`src/sv/pfx_pkg.sv`:
```
package pfx_pkg;

  // field widths
  localparam int DATA_W   = 32;
  localparam int CHAR_W   = 8;
  localparam int STATUS_W = 2;
  localparam int LEFT_W   = 8;

  // default stack depth
  localparam int STACK_DEPTH_DEF = 128;

  // character codes
  localparam logic [CHAR_W-1:0] CH_ZERO  = 8'h30;
  localparam logic [CHAR_W-1:0] CH_SPACE = 8'h20;
  localparam logic [CHAR_W-1:0] CH_PLUS  = 8'h2B;
  localparam logic [CHAR_W-1:0] CH_MINUS = 8'h2D;
  localparam logic [CHAR_W-1:0] CH_TIMES = 8'h2A;
  localparam logic [CHAR_W-1:0] CH_DIV   = 8'h2F;
  localparam logic [CHAR_W-1:0] CH_MOD   = 8'h25;
  localparam logic [CHAR_W-1:0] CH_LPAR  = 8'h28;
  localparam logic [CHAR_W-1:0] CH_RPAR  = 8'h29;

  // error codes
  typedef enum logic [STATUS_W-1:0] {
    ERR_NONE  = 2'd0,
    ERR_FULL  = 2'd1,
    ERR_EMPTY = 2'd2,
    ERR_DIV0  = 2'd3
  } err_t;

  // divider request and response
  typedef struct packed {
    logic              start;
    logic [DATA_W-1:0] dividend;
    logic [DATA_W-1:0] divisor;
  } div_req_t;

  typedef struct packed {
    logic              done;
    logic [DATA_W-1:0] quot;
    logic [DATA_W-1:0] rem;
  } div_rsp_t;

  // keep only the first error
  function automatic err_t note_error(err_t cur, err_t code);
    note_error = (cur == ERR_NONE) ? code : cur;
  endfunction

endpackage

```
`src/sv/pfx_divider.sv`:
```
module pfx_divider (
  input  logic              clk,
  input  logic              rst_n,
  input  pfx_pkg::div_req_t req,
  output pfx_pkg::div_rsp_t rsp
);

  localparam int DW     = pfx_pkg::DATA_W;
  localparam int STEP_W = $clog2(DW);
  localparam logic [STEP_W-1:0] STEP_LAST = STEP_W'(DW - 1);

  typedef enum logic [1:0] {
    D_IDLE,
    D_RUN,
    D_FIX
  } dstate_t;

  dstate_t           state_r, state_nxt;
  logic [STEP_W-1:0] step_r, step_nxt;
  logic [DW-1:0]     q_r, q_nxt;
  logic [DW-1:0]     rem_r, rem_nxt;
  logic [DW-1:0]     dvs_r, dvs_nxt;
  logic              neg_q_r, neg_q_nxt;
  logic              neg_r_r, neg_r_nxt;
  logic              done_r, done_nxt;
  logic [DW-1:0]     quot_r, quot_nxt;
  logic [DW-1:0]     remo_r, remo_nxt;

  logic [DW:0]       shifted;
  logic [DW:0]       diff;
  logic              ge;

  // one restoring step per cycle on the magnitudes
  assign shifted = {rem_r, q_r[DW-1]};
  assign ge      = (shifted >= {1'b0, dvs_r});
  assign diff    = shifted - {1'b0, dvs_r};

  always_comb begin
    state_nxt = state_r;
    step_nxt  = step_r;
    q_nxt     = q_r;
    rem_nxt   = rem_r;
    dvs_nxt   = dvs_r;
    neg_q_nxt = neg_q_r;
    neg_r_nxt = neg_r_r;
    done_nxt  = 1'b0;
    quot_nxt  = quot_r;
    remo_nxt  = remo_r;
    case (state_r)
      D_IDLE: begin
        if (req.start) begin
          q_nxt     = req.dividend[DW-1] ? (~req.dividend + 1'b1) : req.dividend;
          dvs_nxt   = req.divisor[DW-1] ? (~req.divisor + 1'b1) : req.divisor;
          rem_nxt   = '0;
          neg_q_nxt = req.dividend[DW-1] ^ req.divisor[DW-1];
          neg_r_nxt = req.dividend[DW-1];
          step_nxt  = '0;
          state_nxt = D_RUN;
        end
      end
      D_RUN: begin
        rem_nxt  = ge ? diff[DW-1:0] : shifted[DW-1:0];
        q_nxt    = {q_r[DW-2:0], ge};
        step_nxt = step_r + 1'b1;
        if (step_r == STEP_LAST) begin
          state_nxt = D_FIX;
        end
      end
      D_FIX: begin
        // signs follow c truncation: remainder takes the dividend's sign
        quot_nxt  = neg_q_r ? (~q_r + 1'b1) : q_r;
        remo_nxt  = neg_r_r ? (~rem_r + 1'b1) : rem_r;
        done_nxt  = 1'b1;
        state_nxt = D_IDLE;
      end
      default: begin
        state_nxt = D_IDLE;
      end
    endcase
  end

  always_ff @(posedge clk) begin
    if (!rst_n) begin
      state_r <= D_IDLE;
      done_r  <= 1'b0;
    end else begin
      state_r <= state_nxt;
      done_r  <= done_nxt;
    end
    step_r  <= step_nxt;
    q_r     <= q_nxt;
    rem_r   <= rem_nxt;
    dvs_r   <= dvs_nxt;
    neg_q_r <= neg_q_nxt;
    neg_r_r <= neg_r_nxt;
    quot_r  <= quot_nxt;
    remo_r  <= remo_nxt;
  end

  assign rsp.done = done_r;
  assign rsp.quot = quot_r;
  assign rsp.rem  = remo_r;

endmodule

```
`config.mk`:
```
export PLATFORM = sky130hd
export DESIGN_NAME = pfx_divider
export DESIGN_NICKNAME = d
export VERILOG_FILES = /design/src/sv/pfx_pkg.sv /design/src/sv/pfx_divider.sv
export SDC_FILE = /design/constraint.sdc
export NUM_CORES = 1
export LEC_CHECK = 0
export BUFFER_PORTS_ARGS = -buffer_cell sky130_fd_sc_hd__buf_2
export CORE_MARGIN = 4
export CORE_UTILIZATION = 61
export CTS_BUF_LIST = sky130_fd_sc_hd__clkbuf_4
export DETAILED_ROUTE_END_ITERATION = 10
export PLACE_DENSITY = 0.83
export SYNTH_ARGS = -nofsm -noshare
export SYNTH_HDL_FRONTEND = slang
export SYNTH_SLANG_ARGS = --single-unit
```
`constraint.sdc`:
```
create_clock -name clk -period 6.35 [get_ports clk]
set_input_delay 1.27 -clock clk [delete_from_list [all_inputs] [get_ports clk]]
set_output_delay 1.27 -clock clk [all_outputs]
set_load 0.01 [all_outputs]
```
## Yosys cells after proc, flatten, opt, wreduce, memory -nomap -nowiden

Index checks and enable logic that the tools add are counted.

- Memories kept: 0
- Flip-flop bits (word level): 170
- Memory bits (writable): 0
- Latch bits: 0
- ROM bits: 0
- Logic and storage cells: 48

- Equal/unequal tests: 5
- Mux-type cells: 15
- $mul: 0
- $lt $le $gt $ge: 1
- Reductions and logical operators: 5
- Div/mod/pow operators: 0
- Bitwise logic cells: 5
- Add/sub/neg operators: 6
- Shift-type cells: 0

Operators with widths:

| kind | number |
|---|---|
| $mux 32 | 6 |
| $add 32x1->32 const B | 4 |
| $not 32->32 | 4 |
| $pmux 32 s2 | 2 |
| $ge 33x32->1 | 1 |
| $sub 32x32->32 | 1 |
| $mux 31 | 1 |
| $pmux 5 s2 | 1 |
| $reduce_and 2->1 | 3 |
| $add 5x1->5 const B | 1 |
| $eq 5x5->1 const B | 1 |
| $mux 5 | 1 |
| $mux 2 | 2 |
| $ne 2x2->1 const B | 2 |
| $pmux 2 s2 | 1 |
| $eq 2x1->1 const B | 1 |
| $eq 2x2->1 const B | 1 |
| $logic_not 2->1 | 1 |
| $reduce_bool 2->1 | 1 |
| $mux 1 | 1 |
| $xor 1x1->1 | 1 |

## Depth between registers and ports, before layout

Gate-level depths: netlist (run 1).

- Depth in word-level cells: 5
- Mapped depth: 13
- Gate-level depth less buffers: 12

## Worst setup path before layout (run 1)

OpenSTA, ideal clock, no wires.

- Path kind: input port to flip-flop
- Start: input port req[64] (netlist name)
- End: register q_r[0] (enable)
- Cell stages on the path: 2
- Path slack: 863 ps
- Setup time: 397 ps
- Data required time: 5953 ps
- Path buffers: 0
- Data arrival time: 5090 ps
- Cell sequence: nor3b_1 or2_2

- Word-level cells in the longest chain between the ends: 2

Ends and longest elaborated chain:

| what | line | source |
|---|---|---|
| start, declared | pfx_divider.sv:4 | `input pfx_pkg::div_req_t req,` |
| $ne 2x2->1 (no source line) | -- |  |
| $reduce_and 2->1 (no source line) | -- |  |
| end signal, assigned | pfx_divider.sv:91 | `q_r <= q_nxt;` |
| end, declared | pfx_divider.sv:20 | `logic [DW-1:0] q_r, q_nxt;` |

Every way passes these cells.
A chain may end at the register's enable or synchronous reset.

## Final worst setup path (run 1)

- Start: register rem_r[17]
- End: register rem_r[1] (data pin)

- Word-level cells in the longest chain between the ends: 3

Ends and longest elaborated chain:

| what | line | source |
|---|---|---|
| start, declared | pfx_divider.sv:21 | `logic [DW-1:0] rem_r, rem_nxt;` |
| start signal, assigned | pfx_divider.sv:92 | `rem_r <= rem_nxt;` |
| $ge 33x32->1 | pfx_divider.sv:35 | `assign ge = (shifted >= {1'b0, dvs_r});` |
| $mux 32 | pfx_divider.sv:62 | `rem_nxt = ge ? diff[DW-1:0] : shifted[DW-1:0];` |
| $pmux 32 s2 | pfx_divider.sv:49 | `case (state_r)` |

Every way passes these cells.

==> impl_metrics.csv, run 1 <==
group,metric,value,unit
clock_tree,cts.reportedPaths.clkPinSlew,0.15,ns
sta,tightest_slew,0.952,ns
worst_setup_path,critPathTopFamily,"compound AO/OA/AOI/OAI gates",
cells_and_area,layout.nets,1248,
power,power.density,268,nW/um^2
worst_setup_path,cp.arrival,4.36,ns
cells_and_area,fillers,1272,
placed_design,finalWeightedCongestion,0.908,
clock_tree,ctsHoldBuffers,0,
yosys,syn_avg_cell_area,10.1,um^2
yosys,synthFlopType,"edfxtp_1",
clock_tree,cts_buffer_depth,2,
yosys,ys_types,61,
floorplanning,ios,132,
power,irDropWorstVdd,0.000131,V
clock_tree,cts.sinks,170,
drt,vias,8144,
drt,wl_per_cell,16.5,um
yosys,yosys_warnings,0,
yosys,ys_seq_area_share,48.4,%
cells_and_area,drive_gt1_share,16.9,%
sta,fin_worst_skew,0.0272,ns
worst_setup_path,required,6.77,ns
cells_and_area,final_common_cell,"edfxtp_1",
sta,period_share,62.1,%
grt,track_usage,23.7,%
sta,hold_viol_final,0,
worst_setup_path,crit_path_start_kind,"flop",
worst_setup_path,end_kind,"flop",
yosys,synthCells,1033,
yosys,syn_nets,1139,
sta,relSlewSlack,36.6,%
cells_and_area,final_cell_mix,"167 x edfxtp_1, 131 x buf_2, 111 x nand2_1, 111 x o21ai_0, 94 x xnor2_1",
clock_tree,clockRootBuffer,"clkbuf_4",
worst_setup_path,critical_path_class,"reg -> reg",
grt,grt_pass1_vias,7463,
min_path,min_path_type,"reg -> reg",
clock_tree,cts_tree,"built",
drt,routed_wl,22700,um
worst_setup_path,cp_max_fo,24,
sta,fin_tns_setup,0,ns
clock_tree,cts_buffers,17,
placed_design,dpl.hpwl,17200,um
sta,timing.fmax,253,MHz
yosys,synth_seq_cells,170,
floorplanning,fp.dieW,139,um
run,maxCapViolations,0,
sta,report.final.slew_viol_count,0,
status,outcome,"completed",
drt,antenna_left,0,
yosys,async_flop_share,0,%
drt,drt_pass1_iterations,5,
grt,antenna_found_initial,1,
power,leakagePower,4.33,nW
worst_setup_path,crit_chain,"ha_1 > a21oi_1 > o21ai_0 > a311oi_1 > nand2_1 > a21oi_1 > or3_1 > a31o_2 > nand2_1 > a211oi_1",
grt,grt_pass1_wl,37400,um
floorplanning,dieArea,19300,um^2
yosys,synth-edff-count,167,
worst_setup_path,worst-path-buf-inv,0,
sta,min_period,3.95,ns
worst_setup_path,critical-path-max-stage-delay,0.54,ns
sta,finalSetupViolations,0,
clock_tree,cts-resized-gates,0,
floorplanning,core_area,16700,um^2
cells_and_area,fin_util,70.0,%
clock_tree,postCtsSetupBuffers,0,
cells_and_area,syn2layout_area_growth,11.5,%
sta,hold_ws,0.577,ns
drt,routed_via_density,5.92,
floorplanning,fp-row-count,47,
grt,grt_overflow,0,
clock_tree,clk_latency,0.59,ns
drt,drt-initial-drc-count,700,
floorplanning,start_util,62.8,%
worst_setup_path,crit_slowest_cell,"edfxtp_1",
grt,grt_max_degree,72,
clock_tree,cts_max_level,4,
drt,drcViolationCount,0,
floorplanning,die_h,139,um
sta,rsz0062_at_grt,"false",
yosys,synth_area,10500,um^2
placed_design,io_buffer_count,131,
-- synthesized netlist by cell type, types with 10 or more instances --
cell type	n	share of area [%]
nand3_1	38	1.8
nor2_1	34	1.2
or3_1	15	0.90
inv_1	50	1.8
xnor2_1	94	7.9
or4_1	16	1.1
a21oi_1	60	2.9
xor2_1	52	4.3
nand2b_1	12	0.72
nor2b_1	10	0.60
edfxtp_1	167	48
clkbuf_1	45	1.6
nor3_1	12	0.57
o31ai_1	29	2.1
nand2_1	111	4.0
ha_1	38	4.5
o41ai_1	16	1.3
o21ai_0	111	5.3
-- state kept, by name, summed over array words and instances, names as in the netlist --
signal   cells
q_r         32
remo_r      32
done_r       1
step_r       5
neg_q_r      1
dvs_r       32
neg_r_r      1
state_r      2
quot_r      32
rem_r       32
-- kinds of logic (layout without fill, tap and decap cells) --
family          after synthesis  count (layout)  share of synthesized area (%)
simple gates                302             302                           14.7
mux                           1               1                         0.0955
buf+inv                      99             221                           3.58
xor+xnor                    146             146                           12.2
fa+ha+maj                    39              39                           4.73
flops                       170             170                           48.4
other cells                   0               1                              0
compound gates              276             276                           16.2
-- area by class of cell --
cell class	count	area [um^2]	area share, %
Sequential cell	170	5070	43.4
Clock buffer	18	135	1.16
Antenna cell	1	2.50	0.0214
Timing Repair Buffer	139	716	6.12
Clock inverter	14	241	2.07
Inverter	50	188	1.61
Multi-Input combinational cell	764	5050	43.3
Tap cell	220	275	2.36
-- final timing paths --
| check | startpoint | to | slack [ns] | depth (start not counted) |
|---|---|---|---|---|
| setup / recovery | rem_r[17] | rem_r[1] | 2.40 | 10 |
| hold / removal | q_r[0] | quot_r[0] | 0.58 | 0 |
| setup reg to reg | rem_r[17] | rem_r[1] | 2.40 | 10 |
| hold reg to reg | q_r[0] | quot_r[0] | 0.58 | 0 |
-- where the power goes --
group / switching [mW] / internal, mW / total (mW)
clock: 0.390 / 0.399 / 0.789
combinational: 0.502 / 0.351 / 0.854
sequential: 0.116 / 1.38 / 1.49
total: 1.01 / 2.13 / 3.14
-- stage by stage --
step | power (mW) | area, um^2 | setup slack (ns) | std cells
6_report | 3.14 | 11700 | 2.40 | 1376
5_1_grt | 3.32 | 11700 | 2.27 | 1376
3_3_place_gp | 2.34 | 11300 | 2.07 | 1343
4_1_cts | 3.14 | 11700 | 2.50 | 1375
2_1_floorplan | 2.13 | 10500 | 0.863 | 1033
3_5_place_dp | 2.36 | 11300 | 2.04 | 1343
-- per-layer routing --
layer	global-route usage, %	vias to the layer above	wire length, um
met5	0	-	0
met4	7.00	0	387
met3	4.03	27	2060
met2	37.2	379	10300
met1	34.1	3711	9910
li1	-	4027	-
-- worst reg2reg max path: stages (launching register included) --
cell	delay [ns]
edfxtp_1	0.54
ha_1	0.45
a21oi_1	0.28
o21ai_0	0.13
a311oi_1	0.47
nand2_1	0.09
a21oi_1	0.32
or3_1	0.22
a31o_2	0.52
nand2_1	0.43
a211oi_1	0.33
No activity file was read; power rests on OpenSTA's default activity.
==> run 2: changes to the inputs <==
CORE_UTILIZATION = 55   (was 61)
PLACE_DENSITY = 0.79   (was 0.83)
clock period = 3.5 ns   (was 6.35 ns; I/O delays follow)
==> run 2 against run 1 <==
Net effect: clock skew is 0.0073 ns lower; clock power is 48% higher; routed wire length up 2.0%; flip-flop and latch count unchanged; via count rose by 1.6%; total power rose by 77%; register-to-register slack got worse by 2.3 ns; critical path depth is the same; critical endpoint is now remo_r[28]; cell count grew 4.7%; fmax rose by 17%; largest power group unchanged.
==> impl_metrics.csv, run 2 (synthesis gave the netlist of run 1 again) <==
group,metric,value,unit
min_path,min_path_type,"in -> reg",
placed_design,placedCellCount,1408,
worst_setup_path,required,3.84,ns
placed_design,finalWeightedCongestion,0.899,
floorplanning,fp.dieW,146,um
sta,min_period,3.36,ns
sta,fin_tns_setup,0,ns
clock_tree,clk_latency,0.57,ns
worst_setup_path,reg2reg_from,"rem_r[1]",
grt,grt_pass1_vias,7574,
floorplanning,fp-row-count,50,
cells_and_area,drive_gt1_share,20.8,%
sta,hold_viol_final,0,
worst_setup_path,crit_path_start_kind,"flop",
floorplanning,start_util,56.0,%
drt,wl_per_cell,16.0,um
worst_setup_path,cp_max_fo,4,
drt,drt-initial-drc-count,657,
sta,rsz0062_at_grt,"false",
worst_setup_path,reg2reg_setup_slack,0.14,ns
clock_tree,cts.sinks,170,
placed_design,io_buffer_count,131,
sta,fin_worst_skew,0.0199,ns
clock_tree,ctsHoldBuffers,0,
cells_and_area,fin_area,12000,um^2
cells_and_area,final_cell_mix,"167 x edfxtp_1, 131 x buf_2, 111 x nand2_1, 111 x o21ai_0, 94 x xnor2_1",
cells_and_area,final_common_cell,"edfxtp_1",
floorplanning,die_h,146,um
worst_setup_path,critPathCapture,"remo_r[28]",
worst_setup_path,cp.arrival,3.70,ns
run,maxCapViolations,0,
sta,finalSetupViolations,0,
cells_and_area,final_cells,1441,
cells_and_area,fin_util,64.4,%
floorplanning,core_area,18700,um^2
worst_setup_path,end_kind,"flop",
drt,routed_wl,23100,um
grt,track_usage,21.0,%
placed_design,place_area,11700,um^2
cells_and_area,syn2layout_area_growth,14.9,%
clock_tree,cts.reportedPaths.clkPinSlew,0.15,ns
grt,grt_max_degree,72,
worst_setup_path,r2r_end,"remo_r[28]",
power,irDropWorstVdd,0.000212,V
sta,relSlewSlack,39.3,%
clock_tree,clockRootBuffer,"clkbuf_4",
drt,routed_via_density,5.74,
sta,report.final.slew_viol_count,0,
power,leakagePower,4.54,nW
clock_tree,cts_tree,"built",
placed_design,dpl.hpwl,18200,um
grt,grt_pass1_wl,36600,um
clock_tree,cts_buffers,17,
power,power.density,461,nW/um^2
worst_setup_path,setup.worst_path.start,"rem_r[1]",
sta,period_share,96.1,%
grt,antenna_found_initial,1,
clock_tree,cts_buffer_depth,2,
grt,grt_overflow,0,
drt,vias,8276,
worst_setup_path,critical_path_class,"reg -> reg",
drt,antenna_left,0,
drt,drt_pass1_iterations,6,
sta,timing.fmax,297,MHz
drt,drcViolationCount,0,
floorplanning,dieArea,21300,um^2
floorplanning,ios,132,
clock_tree,cts_max_level,4,
status,outcome,"completed",
cells_and_area,layout.nets,1299,
worst_setup_path,r2r_cells,10,
sta,tightest_slew,0.911,ns
==> run 2: changes by cell type in the layout (fill, tap and decap cells not counted), moves of 2 or more <==
cell / before / now
buf_4: 8 / 58
bufinv_16: 6 / 2
clkinv_4: 1 / 3
inv_6: 2 / 5
==> run 2: critical path, stage by stage (launching register included) <==
cell,delay [ns]
edfxtp_1,0.42
inv_1,0.11
ha_1,0.19
nand3b_1,0.12
or4_4,0.45
or2_2,0.34
or4_1,0.45
or4_1,0.48
nand2b_4,0.20
o31ai_1,0.28
xnor2_1,0.10
==> run 2: stage by stage <==
| stage | power [mW] | setup WS, ns | hold WS (ns) |
|---|---|---|---|
| floorplan | 3.86 | 0.0300 | 0.490 |
| global placement | 4.35 | -0.168 | 0.549 |
| detailed placement | 4.40 | -0.199 | 0.551 |
| CTS | 5.55 | 0.0357 | 0.306 |
| global route | 5.85 | 0.00303 | 0.308 |
| finish | 5.56 | 0.138 | 0.344 |
==> run 2: layer usage <==
| metal | track usage, % | up-vias | wire length (um) |
|---|---|---|---|
| met2 | 35.3 | 284 | 10900 |
| met1 | 27.9 | 3832 | 10200 |
| li1 | - | 4132 | - |
| met4 | 6.87 | 0 | 431 |
| met3 | 3.51 | 28 | 1630 |
| met5 | 0 | - | 0 |
==> run 2: area by class of cell <==
| type | count | area, um^2 |
|---|---|---|
| antenna | 1 | 2.50 |
| clock buffer | 18 | 135 |
| clock inverter | 14 | 161 |
| fill | 1495 | 6660 |
| inverter | 50 | 188 |
| multi-input combinational | 764 | 5080 |
| sequential | 170 | 5070 |
| tap | 234 | 293 |
| timing repair buffer | 190 | 1110 |
==> run 2: worst min-delay path by stage <==
stage | cells past startpoint | endpoint | start | slack, ns
after floorplan | 0 | quot_r[0] | q_r[0] | 0.49
after global placement | 0 | quot_r[0] | q_r[0] | 0.55
after detailed placement | 0 | quot_r[0] | q_r[0] | 0.55
after CTS | 2 | state_r[0] | rst_n | 0.31
after global routing | 2 | done_r | rst_n | 0.31
final | 2 | state_r[0] | rst_n | 0.34
==> run 2: where the power goes <==
| group | switching (mW) | internal (mW) | total [mW] |
|---|---|---|---|
| sequential | 0.187 | 2.50 | 2.69 |
| combinational | 0.969 | 0.731 | 1.70 |
| clock | 0.721 | 0.449 | 1.17 |
==> run 2: what timing repair did <==
action,in CTS,in global routing
buffers inserted,0,0
resized for setup,0,4
endpoints found under the setup margin,0,12
==> run 3: changes to the inputs <==
ABC_AREA = 1   (was unset)
CORE_UTILIZATION = 56   (was 55)
PLACE_DENSITY = 0.8   (was 0.79)
SLEW_MARGIN = 20   (was unset)
==> run 3 against run 2 <==
Net effect: sequential share of layout area decreased by 5.1 points; flip-flop and latch count is the same; area after synthesis increased by 19%; die area grew 16%; clock-buffer cell count down 1; design area rose by 14%; highest routed layer unchanged; total power is 7.2% higher; clock skew is 0.024 ns higher.
==> impl_metrics.csv, run 3 <==
group,metric,value,unit
run,maxCapViolations,0,
drt,vias,11100,
worst_setup_path,crit_top_cell,"nand2_1",
floorplanning,start_util,56.9,%
floorplanning,dieArea,24700,um^2
sta,tightest_slew,0.933,ns
worst_setup_path,crit_path_start_kind,"flop",
sta,fin_worst_skew,0.0434,ns
grt,grt_overflow,0,
clock_tree,cts.reportedPaths.clkPinSlew,0.20,ns
floorplanning,fp.dieW,157,um
min_path,min_path_type,"in -> reg",
placed_design,placedCellCount,2053,
yosys,synth_seq_cells,170,
cells_and_area,fillers,2032,
yosys,synth_top_area_cell,"edfxtp_1",
floorplanning,fp-row-count,54,
cells_and_area,final_cells,2086,
worst_setup_path,worst-path-buf-inv,1,
yosys,yosys_warnings,0,
floorplanning,die_h,157,um
worst_setup_path,crit_slowest_cell,"edfxtp_1",
sta,period_share,79.7,%
yosys,ys_types,42,
clock_tree,cts-resized-gates,0,
floorplanning,core_area,21900,um^2
power,leakagePower,6.58,nW
yosys,synthCells,1671,
cells_and_area,drive_gt1_share,13.2,%
sta,finalSetupViolations,0,
grt,track_usage,27.4,%
grt,antenna_found_initial,1,
yosys,synth_top_area_share,40.2,%
worst_setup_path,cp_max_fo,33,
yosys,synth-edff-count,167,
drt,drt_pass1_iterations,5,
worst_setup_path,required,3.80,ns
worst_setup_path,critPathTopFamily,"simple AND/OR/NAND/NOR gates",
cells_and_area,fin_util,62.6,%
yosys,syn_nets,1777,
sta,timing.final.ws_setup,0.711,ns
clock_tree,clockRootBuffer,"clkbuf_4",
worst_setup_path,critical-path-max-stage-delay,0.55,ns
cells_and_area,layout.nets,1898,
sta,report.final.slew_viol_count,0,
floorplanning,ios,132,
placed_design,finalWeightedCongestion,1.02,
drt,routed_via_density,5.31,
drt,drcViolationCount,0,
cells_and_area,syn2layout_area_growth,9.87,%
grt,grt_pass1_wl,52700,um
drt,antenna_left,0,
sta,rsz0062_at_grt,"false",
yosys,ys_seq_area_share,40.7,%
yosys,async_flop_share,0,%
drt,drt-initial-drc-count,1059,
drt,wl_per_cell,16.2,um
worst_setup_path,crit_chain,"ha_1 > nand2_1 > inv_1 > nand2_1 > nand2_1 > nand2_1 > nand3_2 > nand2_2 > nand2_4 > nand2_4 > nand2_8 > nand2_1 > o21ai_0",
clock_tree,cts.sinks,170,
power,power.density,435,nW/um^2
cells_and_area,final_common_cell,"nand2_1",
placed_design,pre_cts_ws,0.798,ns
worst_setup_path,end_kind,"flop",
sta,timing.fmax,359,MHz
worst_setup_path,critical_path_class,"reg -> reg",
sta,min_period,2.79,ns
yosys,synth_area_leaders,"edfxtp_1 40%, nand2_1 14%, inv_1 8.3%, xor2_1 6.8%, nor2_1 5.4%",
sta,fin_tns_setup,0,ns
yosys,syn_avg_cell_area,7.46,um^2
grt,grt_max_degree,95,
grt,grt_pass1_vias,9951,
status,outcome,"completed",
yosys,synth_area,12500,um^2
yosys,synth.most_common_cell,"nand2_1",
clock_tree,clk_latency,0.59,ns
clock_tree,cts_buffers,17,
sta,hold_viol_final,0,
clock_tree,ctsHoldBuffers,0,
yosys,synthFlopType,"edfxtp_1",
drt,routed_wl,33900,um
yosys,synthTopCellsByCount,"465 x nand2_1, 276 x inv_1, 178 x nor2_1, 167 x edfxtp_1, 129 x nand3_1",
clock_tree,postCtsSetupBuffers,0,
clock_tree,cts_tree,"built",
clock_tree,cts_max_level,4,
clock_tree,cts_buffer_depth,2,
sta,relSlewSlack,37.8,%
worst_setup_path,cp.arrival,3.09,ns
placed_design,io_buffer_count,131,
placed_design,dpl.hpwl,27400,um
power,irDropWorstVdd,0.000228,V
cells_and_area,final_cell_mix,"464 x nand2_1, 276 x inv_1, 176 x nor2_1, 167 x edfxtp_1, 131 x buf_2",
[run 3: logic make-up (layout without fill, tap and decap cells)]
logic type | count (synthesis) | in the layout | synth area share (%)
buffers and inverters | 322 | 456 | 10.1
DFF | 170 | 170 | 40.7
AOI/OAI and AO/OA | 105 | 105 | 4.46
adders and majority gates | 39 | 39 | 3.98
xor gates and xnor gates | 116 | 116 | 8.15
and+or+nand+nor | 919 | 919 | 32.6
other | 0 | 1 | 0
[run 3: cell type report]
cell class | count | area [um^2] | share of cell area [%]
diodes | 1 | 2.50 | 0.0183
clock buffers | 17 | 128 | 0.932
clock inverters | 15 | 188 | 1.37
inverters | 286 | 1070 | 7.84
multi-input cells | 1179 | 6160 | 45.0
flip-flops and latches | 170 | 5070 | 37.1
well taps | 280 | 350 | 2.56
repair buffers | 138 | 721 | 5.26
[run 3: final timing paths]
path / start / to / slack, ns / cells past startpoint
worst min-delay path: req[0] / dvs_r[0] / 0.31 / 1
worst max-delay path: rem_r[3] / q_r[0] / 0.71 / 13
worst max register to register: rem_r[3] / q_r[0] / 0.71 / 13
worst min register to register: q_r[0] / quot_r[0] / 0.54 / 0
[run 3: through the flow]
stage               hold slack [ns]  area, um^2  total power, mW
floorplan                     0.426       12500             4.13
global placement              0.521       13400             4.69
detailed placement            0.501       13400             4.71
global route                  0.287       13700             6.32
CTS                           0.285       13700             5.92
finish                        0.311       13700             5.96
[run 3: report_power, final]
part | total (mW) | internal, mW | switching (mW)
logic | 2.01 | 0.644 | 1.37
registers | 2.70 | 2.49 | 0.209
clock network | 1.24 | 0.350 | 0.893
[run 3: per-layer routing]
| layer | track usage [%] | routed length, um | vias to the layer above |
|---|---|---|---|
| met5 | 0 | 0 | - |
| li1 | - | - | 5610 |
| met4 | 6.60 | 630 | 0 |
| met2 | 39.3 | 14000 | 504 |
| met3 | 4.87 | 3430 | 39 |
| met1 | 43.1 | 15900 | 4916 |
